<file path="config.mk">
export PLATFORM = sky130hd
export DESIGN_NAME = font_rom_glyph_fetch_top
export DESIGN_NICKNAME = d
export VERILOG_FILES = /design/src/rtl/fgf_pkg.sv /design/src/rtl/fgf_front.sv /design/src/rtl/fgf_queue.sv /design/src/rtl/fgf_back.sv /design/src/rtl/font_rom_glyph_fetch_top.sv
export SDC_FILE = /design/constraint.sdc
export NUM_CORES = 1
export LEC_CHECK = 0
export ABC_CLOCK_PERIOD_IN_PS = 11900
export BUFFER_PORTS_ARGS = -buffer_cell sky130_fd_sc_hd__buf_2
export CAP_MARGIN = 20
export CORE_ASPECT_RATIO = 0.75
export CORE_MARGIN = 3
export CORE_UTILIZATION = 45
export DETAILED_ROUTE_END_ITERATION = 6
export HOLD_SLACK_MARGIN = 0.03
export PLACE_DENSITY = 0.6
export SLEW_MARGIN = 20
export SYNTH_ARGS = -nofsm -noshare
export SYNTH_HDL_FRONTEND = slang
export SYNTH_HIERARCHICAL = 1
export SYNTH_SLANG_ARGS = --single-unit
</file>
<file path="constraint.sdc">
create_clock -name clk -period 11.9 [get_ports clk]
set_input_delay 0.595 -clock clk [delete_from_list [all_inputs] [get_ports clk]]
set_output_delay 0.595 -clock clk [all_outputs]
set_load 0.1 [all_outputs]
</file>
<file path="src/rtl/fgf_pkg.sv">
// Shared types and constants of the font ROM glyph fetch block.
`default_nettype none
package fgf_pkg;

  typedef enum logic [1:0] {
    CMD_GBK   = 2'd0,
    CMD_ASCII = 2'd1,
    CMD_RX    = 2'd2
  } cmd_t;

  localparam int unsigned WIDE_GLYPH_BYTES   = 32;
  localparam int unsigned NARROW_GLYPH_BYTES = 16;
  localparam int unsigned HEADER_BYTES       = 4;

  localparam logic [7:0]  ROM_READ_CMD  = 8'h03;
  localparam logic [7:0]  DUMMY_BYTE    = 8'h00;
  localparam logic [7:0]  HZ_ROW_FIRST  = 8'hb0;
  localparam logic [7:0]  HZ_ROW_LAST   = 8'hf7;
  localparam logic [7:0]  SYM_ROW_FIRST = 8'ha1;
  localparam logic [7:0]  SYM_ROW_LAST  = 8'ha9;
  localparam logic [7:0]  COL_FIRST     = 8'ha1;
  localparam logic [6:0]  ROW_CHARS     = 7'd94;
  localparam logic [12:0] HZ_BASE       = 13'd846;
  localparam logic [23:0] ASCII_BASE    = 24'h03b5c0;

  localparam logic [5:0] POS_CMD     = 6'd0;
  localparam logic [5:0] POS_ADDR_HI = 6'd1;
  localparam logic [5:0] POS_ADDR_MD = 6'd2;
  localparam logic [5:0] POS_ADDR_LO = 6'd3;

  typedef struct packed {
    logic        is_bitmap;
    logic        wide;
    logic [23:0] addr;
    logic [7:0]  data;
    logic [4:0]  idx;
    logic        fin;
  } job_t;

  typedef struct packed {
    logic empty;
    job_t head;
  } q_status_t;

endpackage
`default_nettype wire

</file>
<file path="src/rtl/fgf_front.sv">
// Front end: accepts items, tracks the read in progress and builds jobs.
`default_nettype none
module fgf_front (
  input  wire logic         clk,
  input  wire logic         rst_n,
  input  wire logic         acc,
  input  wire logic [1:0]   cmd,
  input  wire logic [15:0]  char_code,
  input  wire logic [7:0]   rx_byte,
  output logic              push,
  output fgf_pkg::job_t     job
);
  import fgf_pkg::*;

  logic       busy_r, busy_nxt;
  logic [5:0] rcv_cnt_r, rcv_cnt_nxt;
  logic [5:0] glyph_bytes_r, glyph_bytes_nxt;

  logic [7:0]  row, col;
  logic        hz_hit, sym_hit;
  logic [6:0]  row_off;
  logic [12:0] glyph_num;
  logic [23:0] gbk_addr, ascii_addr;
  logic [4:0]  idx;
  logic        fin;

  always_comb begin
    row = char_code[15:8];
    col = char_code[7:0];
    hz_hit  = (row >= HZ_ROW_FIRST) && (row <= HZ_ROW_LAST) && (col >= COL_FIRST);
    sym_hit = (row >= SYM_ROW_FIRST) && (row <= SYM_ROW_LAST) && (col >= COL_FIRST);
    row_off = hz_hit ? 7'(row - HZ_ROW_FIRST) : 7'(row - SYM_ROW_FIRST);
    glyph_num = (13'(row_off) * 13'(ROW_CHARS)) + 13'(col - COL_FIRST)
              + (hz_hit ? HZ_BASE : 13'd0);
    gbk_addr = (hz_hit || sym_hit) ? {6'd0, glyph_num, 5'd0} : 24'd0;
    ascii_addr = {12'd0, char_code[7:0], 4'd0} + ASCII_BASE;
    idx = 5'(rcv_cnt_r - 6'(HEADER_BYTES));
    fin = (rcv_cnt_r - 6'(HEADER_BYTES - 1)) >= glyph_bytes_r;
  end

  always_comb begin
    busy_nxt        = busy_r;
    rcv_cnt_nxt     = rcv_cnt_r;
    glyph_bytes_nxt = glyph_bytes_r;
    push            = 1'b0;
    job.is_bitmap   = 1'b0;
    job.wide        = 1'b0;
    job.addr        = gbk_addr;
    job.data        = rx_byte;
    job.idx         = idx;
    job.fin         = fin;
    if (acc) begin
      case (cmd_t'(cmd))
        CMD_GBK, CMD_ASCII: begin
          if (!busy_r) begin
            push            = 1'b1;
            job.wide        = (cmd_t'(cmd) == CMD_GBK);
            job.addr        = (cmd_t'(cmd) == CMD_GBK) ? gbk_addr : ascii_addr;
            busy_nxt        = 1'b1;
            rcv_cnt_nxt     = 6'd0;
            glyph_bytes_nxt = (cmd_t'(cmd) == CMD_GBK) ? 6'(WIDE_GLYPH_BYTES)
                                                        : 6'(NARROW_GLYPH_BYTES);
          end
        end
        CMD_RX: begin
          if (busy_r) begin
            if (rcv_cnt_r < 6'(HEADER_BYTES)) begin
              rcv_cnt_nxt = rcv_cnt_r + 6'd1;
            end else begin
              push          = 1'b1;
              job.is_bitmap = 1'b1;
              if (fin) begin
                busy_nxt        = 1'b0;
                rcv_cnt_nxt     = 6'd0;
                glyph_bytes_nxt = 6'd0;
              end else begin
                rcv_cnt_nxt = rcv_cnt_r + 6'd1;
              end
            end
          end
        end
        default: begin
        end
      endcase
    end
  end

  always_ff @(posedge clk) begin
    if (!rst_n) begin
      busy_r        <= 1'b0;
      rcv_cnt_r     <= 6'd0;
      glyph_bytes_r <= 6'd0;
    end else begin
      busy_r        <= busy_nxt;
      rcv_cnt_r     <= rcv_cnt_nxt;
      glyph_bytes_r <= glyph_bytes_nxt;
    end
  end

endmodule
`default_nettype wire

</file>
<file path="src/rtl/fgf_queue.sv">
// Small job queue between the front end and the back end.
`default_nettype none
module fgf_queue #(
  parameter int unsigned DEPTH = 4
) (
  input  wire logic          clk,
  input  wire logic          rst_n,
  input  wire logic          push,
  input  wire fgf_pkg::job_t push_job,
  input  wire logic          pop,
  output logic               full,
  output fgf_pkg::q_status_t status
);
  import fgf_pkg::*;

  localparam int unsigned PtrW = (DEPTH > 1) ? $clog2(DEPTH) : 1;
  localparam int unsigned CntW = $clog2(DEPTH + 1);

  job_t            mem_r [DEPTH];
  logic [PtrW-1:0] wr_ptr_r, wr_ptr_nxt;
  logic [PtrW-1:0] rd_ptr_r, rd_ptr_nxt;
  logic [CntW-1:0] cnt_r, cnt_nxt;

  always_comb begin
    full         = (cnt_r == CntW'(DEPTH));
    status.empty = (cnt_r == '0);
    status.head  = mem_r[rd_ptr_r];
    wr_ptr_nxt = wr_ptr_r;
    rd_ptr_nxt = rd_ptr_r;
    cnt_nxt    = cnt_r;
    if (push) begin
      wr_ptr_nxt = (wr_ptr_r == PtrW'(DEPTH - 1)) ? '0 : wr_ptr_r + 1'b1;
    end
    if (pop) begin
      rd_ptr_nxt = (rd_ptr_r == PtrW'(DEPTH - 1)) ? '0 : rd_ptr_r + 1'b1;
    end
    if (push && !pop) begin
      cnt_nxt = cnt_r + 1'b1;
    end else if (pop && !push) begin
      cnt_nxt = cnt_r - 1'b1;
    end
  end

  always_ff @(posedge clk) begin
    if (push) begin
      mem_r[wr_ptr_r] <= push_job;
    end
  end

  always_ff @(posedge clk) begin
    if (!rst_n) begin
      wr_ptr_r <= '0;
      rd_ptr_r <= '0;
      cnt_r    <= '0;
    end else begin
      wr_ptr_r <= wr_ptr_nxt;
      rd_ptr_r <= rd_ptr_nxt;
      cnt_r    <= cnt_nxt;
    end
  end

endmodule
`default_nettype wire

</file>
<file path="src/rtl/fgf_back.sv">
// Back end: expands jobs into output items and holds the output register.
`default_nettype none
module fgf_back (
  input  wire logic               clk,
  input  wire logic               rst_n,
  input  wire fgf_pkg::q_status_t status,
  output logic                    pop,
  output logic                    out_tvalid,
  input  wire logic               out_tready,
  output logic [15:0]             out_tdata,
  output logic                    out_tuser,
  output logic                    out_tlast
);
  import fgf_pkg::*;

  logic       active_r, active_nxt;
  logic [5:0] pos_r, pos_nxt;
  job_t       cur_r, cur_nxt;

  logic       out_valid_r, out_valid_nxt;
  logic       out_kind_r, out_kind_nxt;
  logic [7:0] out_byte_r, out_byte_nxt;
  logic [4:0] out_idx_r, out_idx_nxt;
  logic       out_sel_r, out_sel_nxt;
  logic       out_last_r, out_last_nxt;

  logic [5:0] end_pos;
  logic       at_end, emit;
  logic [7:0] tx_byte;

  always_comb begin
    if (cur_r.is_bitmap) begin
      end_pos = 6'd0;
    end else if (cur_r.wide) begin
      end_pos = 6'(HEADER_BYTES + WIDE_GLYPH_BYTES - 1);
    end else begin
      end_pos = 6'(HEADER_BYTES + NARROW_GLYPH_BYTES - 1);
    end
    at_end = (pos_r == end_pos);
    emit   = active_r && (!out_valid_r || out_tready);
    pop    = !status.empty && (!active_r || (emit && at_end));
    case (pos_r)
      POS_CMD:     tx_byte = ROM_READ_CMD;
      POS_ADDR_HI: tx_byte = cur_r.addr[23:16];
      POS_ADDR_MD: tx_byte = cur_r.addr[15:8];
      POS_ADDR_LO: tx_byte = cur_r.addr[7:0];
      default:     tx_byte = DUMMY_BYTE;
    endcase
  end

  always_comb begin
    active_nxt = active_r;
    pos_nxt    = pos_r;
    cur_nxt    = cur_r;
    if (emit) begin
      pos_nxt = pos_r + 6'd1;
      if (at_end) begin
        active_nxt = 1'b0;
      end
    end
    if (pop) begin
      active_nxt = 1'b1;
      pos_nxt    = 6'd0;
      cur_nxt    = status.head;
    end
  end

  always_comb begin
    out_valid_nxt = out_valid_r && !out_tready;
    out_kind_nxt  = out_kind_r;
    out_byte_nxt  = out_byte_r;
    out_idx_nxt   = out_idx_r;
    out_sel_nxt   = out_sel_r;
    out_last_nxt  = out_last_r;
    if (emit) begin
      out_valid_nxt = 1'b1;
      if (cur_r.is_bitmap) begin
        out_kind_nxt = 1'b1;
        out_byte_nxt = cur_r.data;
        out_idx_nxt  = cur_r.idx;
        out_sel_nxt  = !cur_r.fin;
        out_last_nxt = cur_r.fin;
      end else begin
        out_kind_nxt = 1'b0;
        out_byte_nxt = tx_byte;
        out_idx_nxt  = 5'd0;
        out_sel_nxt  = 1'b1;
        out_last_nxt = at_end;
      end
    end
  end

  always_ff @(posedge clk) begin
    if (!rst_n) begin
      active_r    <= 1'b0;
      pos_r       <= 6'd0;
      out_valid_r <= 1'b0;
    end else begin
      active_r    <= active_nxt;
      pos_r       <= pos_nxt;
      out_valid_r <= out_valid_nxt;
    end
  end

  always_ff @(posedge clk) begin
    cur_r      <= cur_nxt;
    out_kind_r <= out_kind_nxt;
    out_byte_r <= out_byte_nxt;
    out_idx_r  <= out_idx_nxt;
    out_sel_r  <= out_sel_nxt;
    out_last_r <= out_last_nxt;
  end

  assign out_tvalid = out_valid_r;
  assign out_tdata  = {2'b00, out_sel_r, out_idx_r, out_byte_r};
  assign out_tuser  = out_kind_r;
  assign out_tlast  = out_last_r;

  a_pos_range: assert property (@(posedge clk) disable iff (!rst_n)
    active_r |-> (pos_r <= end_pos))
    else $error("Back end position ran past the end of its job.");

  a_bitmap_select: assert property (@(posedge clk) disable iff (!rst_n)
    (out_valid_r && out_kind_r) |-> (out_sel_r == !out_last_r))
    else $error("Bitmap item released chip select without ending the read.");

  a_tx_select: assert property (@(posedge clk) disable iff (!rst_n)
    (out_valid_r && !out_kind_r) |-> (out_sel_r && (out_idx_r == 5'd0)))
    else $error("Transmit item with chip select released or a nonzero index.");

  a_pop_when_free: assert property (@(posedge clk) disable iff (!rst_n)
    pop |-> (!active_r || (emit && at_end)))
    else $error("Job loaded while the current job was still running.");

endmodule
`default_nettype wire

</file>
<file path="src/rtl/font_rom_glyph_fetch_top.sv">
// Top level of the font ROM glyph fetch block.
// A glyph request (GBK 16x16 or ASCII 8x16) produces the transmit items of one
// ROM read: command 0x03, three address bytes and 32 or 16 dummy bytes; each
// receive byte after the four header answers comes back as a numbered bitmap
// item. Input items are taken one per cycle while the job queue (QUEUE_DEPTH
// entries) has room; the back end emits one output item per cycle while the
// output is not stalled, so a request gives 36 (GBK) or 20 (ASCII) output items
// and a bitmap byte one. Items that cause no result never enter the queue.
`default_nettype none
module font_rom_glyph_fetch_top #(
  parameter int unsigned QUEUE_DEPTH = 4
) (
  input  wire logic        clk,
  input  wire logic        rst_n,
  input  wire logic        in_tvalid,
  output logic             in_tready,
  input  wire logic [23:0] in_tdata,   // char_code[15:0], rx_byte[23:16]
  input  wire logic [1:0]  in_tuser,   // cmd[1:0]
  output logic             out_tvalid,
  input  wire logic        out_tready,
  output logic [15:0]      out_tdata,  // byte_value[7:0], bitmap_index[12:8],
                                       // select_active[13], zero[15:14]
  output logic             out_tuser,  // kind[0]
  output logic             out_tlast
);
  import fgf_pkg::*;

  logic      q_full;
  logic      push;
  logic      pop;
  job_t      job;
  q_status_t q_status;

  assign in_tready = !q_full;

  fgf_front u_front (
    .clk       (clk),
    .rst_n     (rst_n),
    .acc       (in_tvalid && in_tready),
    .cmd       (in_tuser),
    .char_code (in_tdata[15:0]),
    .rx_byte   (in_tdata[23:16]),
    .push      (push),
    .job       (job)
  );

  fgf_queue #(
    .DEPTH (QUEUE_DEPTH)
  ) u_queue (
    .clk      (clk),
    .rst_n    (rst_n),
    .push     (push),
    .push_job (job),
    .pop      (pop),
    .full     (q_full),
    .status   (q_status)
  );

  fgf_back u_back (
    .clk        (clk),
    .rst_n      (rst_n),
    .status     (q_status),
    .pop        (pop),
    .out_tvalid (out_tvalid),
    .out_tready (out_tready),
    .out_tdata  (out_tdata),
    .out_tuser  (out_tuser),
    .out_tlast  (out_tlast)
  );

endmodule
`default_nettype wire
</file>
==> impl_summary.md <==
Outcome
The flow ran to the end, and the final reports show no timing, DRC or antenna violations.

STA
Setup repair after global routing left no endpoint under its margin. The setup slack after layout is 4810 ps. Setup violations remaining at the end of the flow were counted as 0. The final-report hold violation count is 0. Derived from the worst setup path, the maximum achievable clock frequency is 0.141 GHz. Summed over all failing endpoints, the final setup total negative slack is 0 ps.

The worst path uses 59.6% of the clock period. Subtracting the final worst setup slack from the clock period gives 7090 ps. The worst pin sits at a relative slew slack of 43.3%. The final count of pins violating max slew came to 0. For the pin with the worst max-slew slack, the measured transition is 851 ps. The final setup skew is 8.78 ps. Hold timing on the final database bottoms out at a slack of 312 ps.

Yosys
For this run, the leading register cell type out of synthesis is sky130_fd_sc_hd__edfxtp_1. Yosys printed 6 warnings. The count of flip-flops with a built-in enable after synthesis is 216.

Yosys mapped the design onto 68 distinct sky130hd cell types. The fraction of registers with async set or reset after synthesis is 0%. In this run the mean area of a mapped cell was 14.8 µm². The cell area after synthesis is 11800 µm². Summed over its instances, the top area cell type makes up 55.0% of the synthesized netlist area. In this run, synthesis produced a sequential element count of 242. Sorting the synthesized cells by area gives the leading types as sky130_fd_sc_hd__edfxtp_1, sky130_fd_sc_hd__mux4_2, sky130_fd_sc_hd__ha_1. The post-synthesis sequential area ratio is 59.4%. The biggest area consumer among synthesized cells is sky130_fd_sc_hd__edfxtp_1. The cell count after synthesis is 797.

Clock tree
The TritonCTS clock tree is done. The post-cts hold buffer count is 0. The clock tree buffer depth is 3. Gates resized during post-CTS repair numbered 0. The number of CTS-inserted buffers is 23.

The source-to-sink clock delay at the later pin of the worst-skew pair is 500 ps. In this run the number of H-tree levels came out at 1. The number of setup buffers added after CTS is 0. In this run the clock root is driven by a sky130_fd_sc_hd__clkbuf_16.

The clock transition at the registers of the reported paths is 60 ps. For this design, the sink count on the clock tree is 242.

Worst hold path
The start point of the worst min-delay path is in_tdata[21]. The number of cells on the worst hold path is 1. The min-delay analysis places its worst path in the category input pin to register.

Critical path
The sum of buffers and inverters on the critical path is 5. Of all nets on the critical path, the largest fanout is 7. The number of logic stages on the critical path including buffering is 29. The peak per-stage delay on the critical path is 530 ps. The cell class contributing the biggest share of worst-path delay is compound AO/OA/AOI/OAI gates.

The data required time of the worst path is 12140 ps. The number of cells on the worst reg-to-reg path is 12. The reg-to-reg startpoint is u_front/rcv_cnt_r[2]$_SDFFE_PN0P_. The launching element of the worst setup path is in_tdata[4]. The slowest stage of the critical path is the sky130_fd_sc_hd__fa_1 cell. STA classifies the critical path startpoint as an input pin. The critical path is of the input pin to register type. At the worst endpoint, the arrival time is 7330 ps.

The worst setup path is captured at a register.

Die
The die boundary width is 193 µm. The core region is 25300 µm². In this run the count of I/O pins placed on the die edge is 50. The row count is 50. The die area is 28200 µm². The die is 146 µm tall.

The starting density of the core is 46.5%.

Power
In this run the power density over the cells is 263 nW/µm². Overall power consumption after layout is estimated at 3380 µW. The worst-case IR drop observed on VDD is 0.211 mV. Summed over all cells, the static leakage comes to 0.00469 µW.

Global route
The sum of overflow across all layers after global routing is 0. The first global-routing pass estimated 35600 µm of wire. The initial antenna violation count was 0. Across every metal layer, demand over resource in global routing totals 15.8%. The largest net degree at the start of global routing is 43.

The number of global-route vias before repair is 6768.

Finish
The post-layout utilization of the core is 50.7%. The final layout contains 956 nets. Leaving out fill and tap cells, the most frequent cell in the layout is sky130_fd_sc_hd__edfxtp_1.

The count of filler cells inserted in the layout is 2104. Summing all multi-input logic gate instances after layout gives 4250 µm². The top cell types in the final layout, fill and taps aside, are sky130_fd_sc_hd__edfxtp_1, sky130_fd_sc_hd__ha_1, sky130_fd_sc_hd__inv_1, sky130_fd_sc_hd__buf_2, sky130_fd_sc_hd__nand2_1.

In the final layout, the share of cells above drive strength 1 is 17.1%. The repair_antennas step left the layout with diodes totalling 0. The relative area change from synthesis to final layout is 9.00%. Registers take 7010 µm².

Place
Port buffering added 47 buffers. The placed wire-length estimate is 14400 µm. Before CTS, the worst setup slack after placement is 4310 ps. The placer congestion estimate is 0.874.

Detailed routing
The DRC violations left is 0. The number of antenna-violating nets in the routed design is 0. For this block, the initial DRC count from the detailed router was 451. The first detailed-routing pass ran for 4 iterations. Wires add up to 21700 µm. The wire length per cell after detailed routing is 18.1 µm. The routed layout has 6437 vias. Dividing the detail-routed via count by the number of cells gives 5.39.

Run
The tool flagged a number of max-cap violations equal to 0.
## path summary, 6_finish.rpt
check | to | slack, ps
worst max register to register | u_queue/cnt_r[2]$_SDFFE_PN0P_ | 8870
worst min-delay path | u_queue/mem_r[2][11]$_DFFE_PP_ | 310
worst max-delay path | u_queue/mem_r[2][31]$_DFFE_PP_ | 4810
worst min register to register | u_queue/cnt_r[2]$_SDFFE_PN0P_ | 510
## layer usage
layer	track usage (%)	part of all wire, %	vias to the layer above
li1	-	-	3032
met5	0	0	-
met3	2.42	4.0	31
met2	25.5	47	132
met1	23.0	48	3242
met4	3.17	1.7	0
## synth_stat cells, types with 3 or more instances
master and instances:
sky130_fd_sc_hd__buf_2 6, sky130_fd_sc_hd__or3_1 6, sky130_fd_sc_hd__a211oi_1 5, sky130_fd_sc_hd__nor3b_1 4
sky130_fd_sc_hd__a222oi_1 6, sky130_fd_sc_hd__o21ai_0 30, sky130_fd_sc_hd__ha_1 69, sky130_fd_sc_hd__nor4_1 4
sky130_fd_sc_hd__nor2b_1 11, sky130_fd_sc_hd__xor2_1 23, sky130_fd_sc_hd__nor2_1 21, sky130_fd_sc_hd__a21oi_1 22
sky130_fd_sc_hd__fa_1 16, sky130_fd_sc_hd__inv_1 59, sky130_fd_sc_hd__nand3_1 9, sky130_fd_sc_hd__clkbuf_1 7
sky130_fd_sc_hd__buf_4 25, sky130_fd_sc_hd__edfxtp_1 216, sky130_fd_sc_hd__mux2i_1 5, sky130_fd_sc_hd__buf_12 4
sky130_fd_sc_hd__buf_6 3, sky130_fd_sc_hd__o21a_1 8, sky130_fd_sc_hd__nand2b_1 6, sky130_fd_sc_hd__dfxtp_1 26
sky130_fd_sc_hd__a21o_1 10, sky130_fd_sc_hd__nand2_1 44, sky130_fd_sc_hd__mux4_2 40, sky130_fd_sc_hd__and2_1 15
sky130_fd_sc_hd__xnor2_1 27, sky130_fd_sc_hd__nor3_1 10, sky130_fd_sc_hd__o31ai_1 6, sky130_fd_sc_hd__a21boi_0 5
sky130_fd_sc_hd__nand4_1 3
## sequential cells by signal, indices dropped and copies added, names as in the netlist, 2 cells and up, named ones only
| register | flops |
|---|---|
| u_queue/mem_r | 160 |
| u_front/rcv_cnt_r | 6 |
| u_back/out_byte_r | 8 |
| u_back/cur_r | 40 |
| u_front/glyph_bytes_r | 2 |
| u_queue/rd_ptr_r | 2 |
| u_back/pos_r | 6 |
| u_back/out_idx_r | 5 |
| u_queue/cnt_r | 3 |
| u_queue/wr_ptr_r | 2 |
## logic make-up (layout without fill, tap and decap cells)
kind of cell | Yosys count | count (layout) | share of synthesized area (%)
buffers and inverters | 104 | 153 | 4.92
and+or+nand+nor | 150 | 150 | 6.82
DFF | 242 | 242 | 59.4
other | 2 | 12 | 0.0637
AOI/OAI and AO/OA | 119 | 119 | 6.93
xor gates and xnor gates | 50 | 50 | 3.72
adders and majority gates | 85 | 85 | 10.0
muxes | 45 | 45 | 8.07
## area by class of cell
cell class | instances | area share, %
timing repair buffer | 54 | 2.24
sequential | 242 | 54.6
multi-input combinational | 461 | 33.1
clock inverter | 10 | 0.312
clock buffer | 30 | 4.76
tap | 338 | 3.29
inverter | 59 | 1.72
## power by group
part | total [µW] | switching, µW | internal, µW
sequential | 1200 | 63.6 | 1140
clock | 642 | 284 | 359
combinational | 1540 | 945 | 590
total | 3380 | 1290 | 2090
## metrics by stage
step           area, µm²  cells
2_1_floorplan      11800    807
3_3_place_gp       12200   1154
3_5_place_dp       12200   1154
4_1_cts            12800   1194
5_1_grt            12800   1194
6_report           12800   1194
Power figures use the tool's default switching activity.
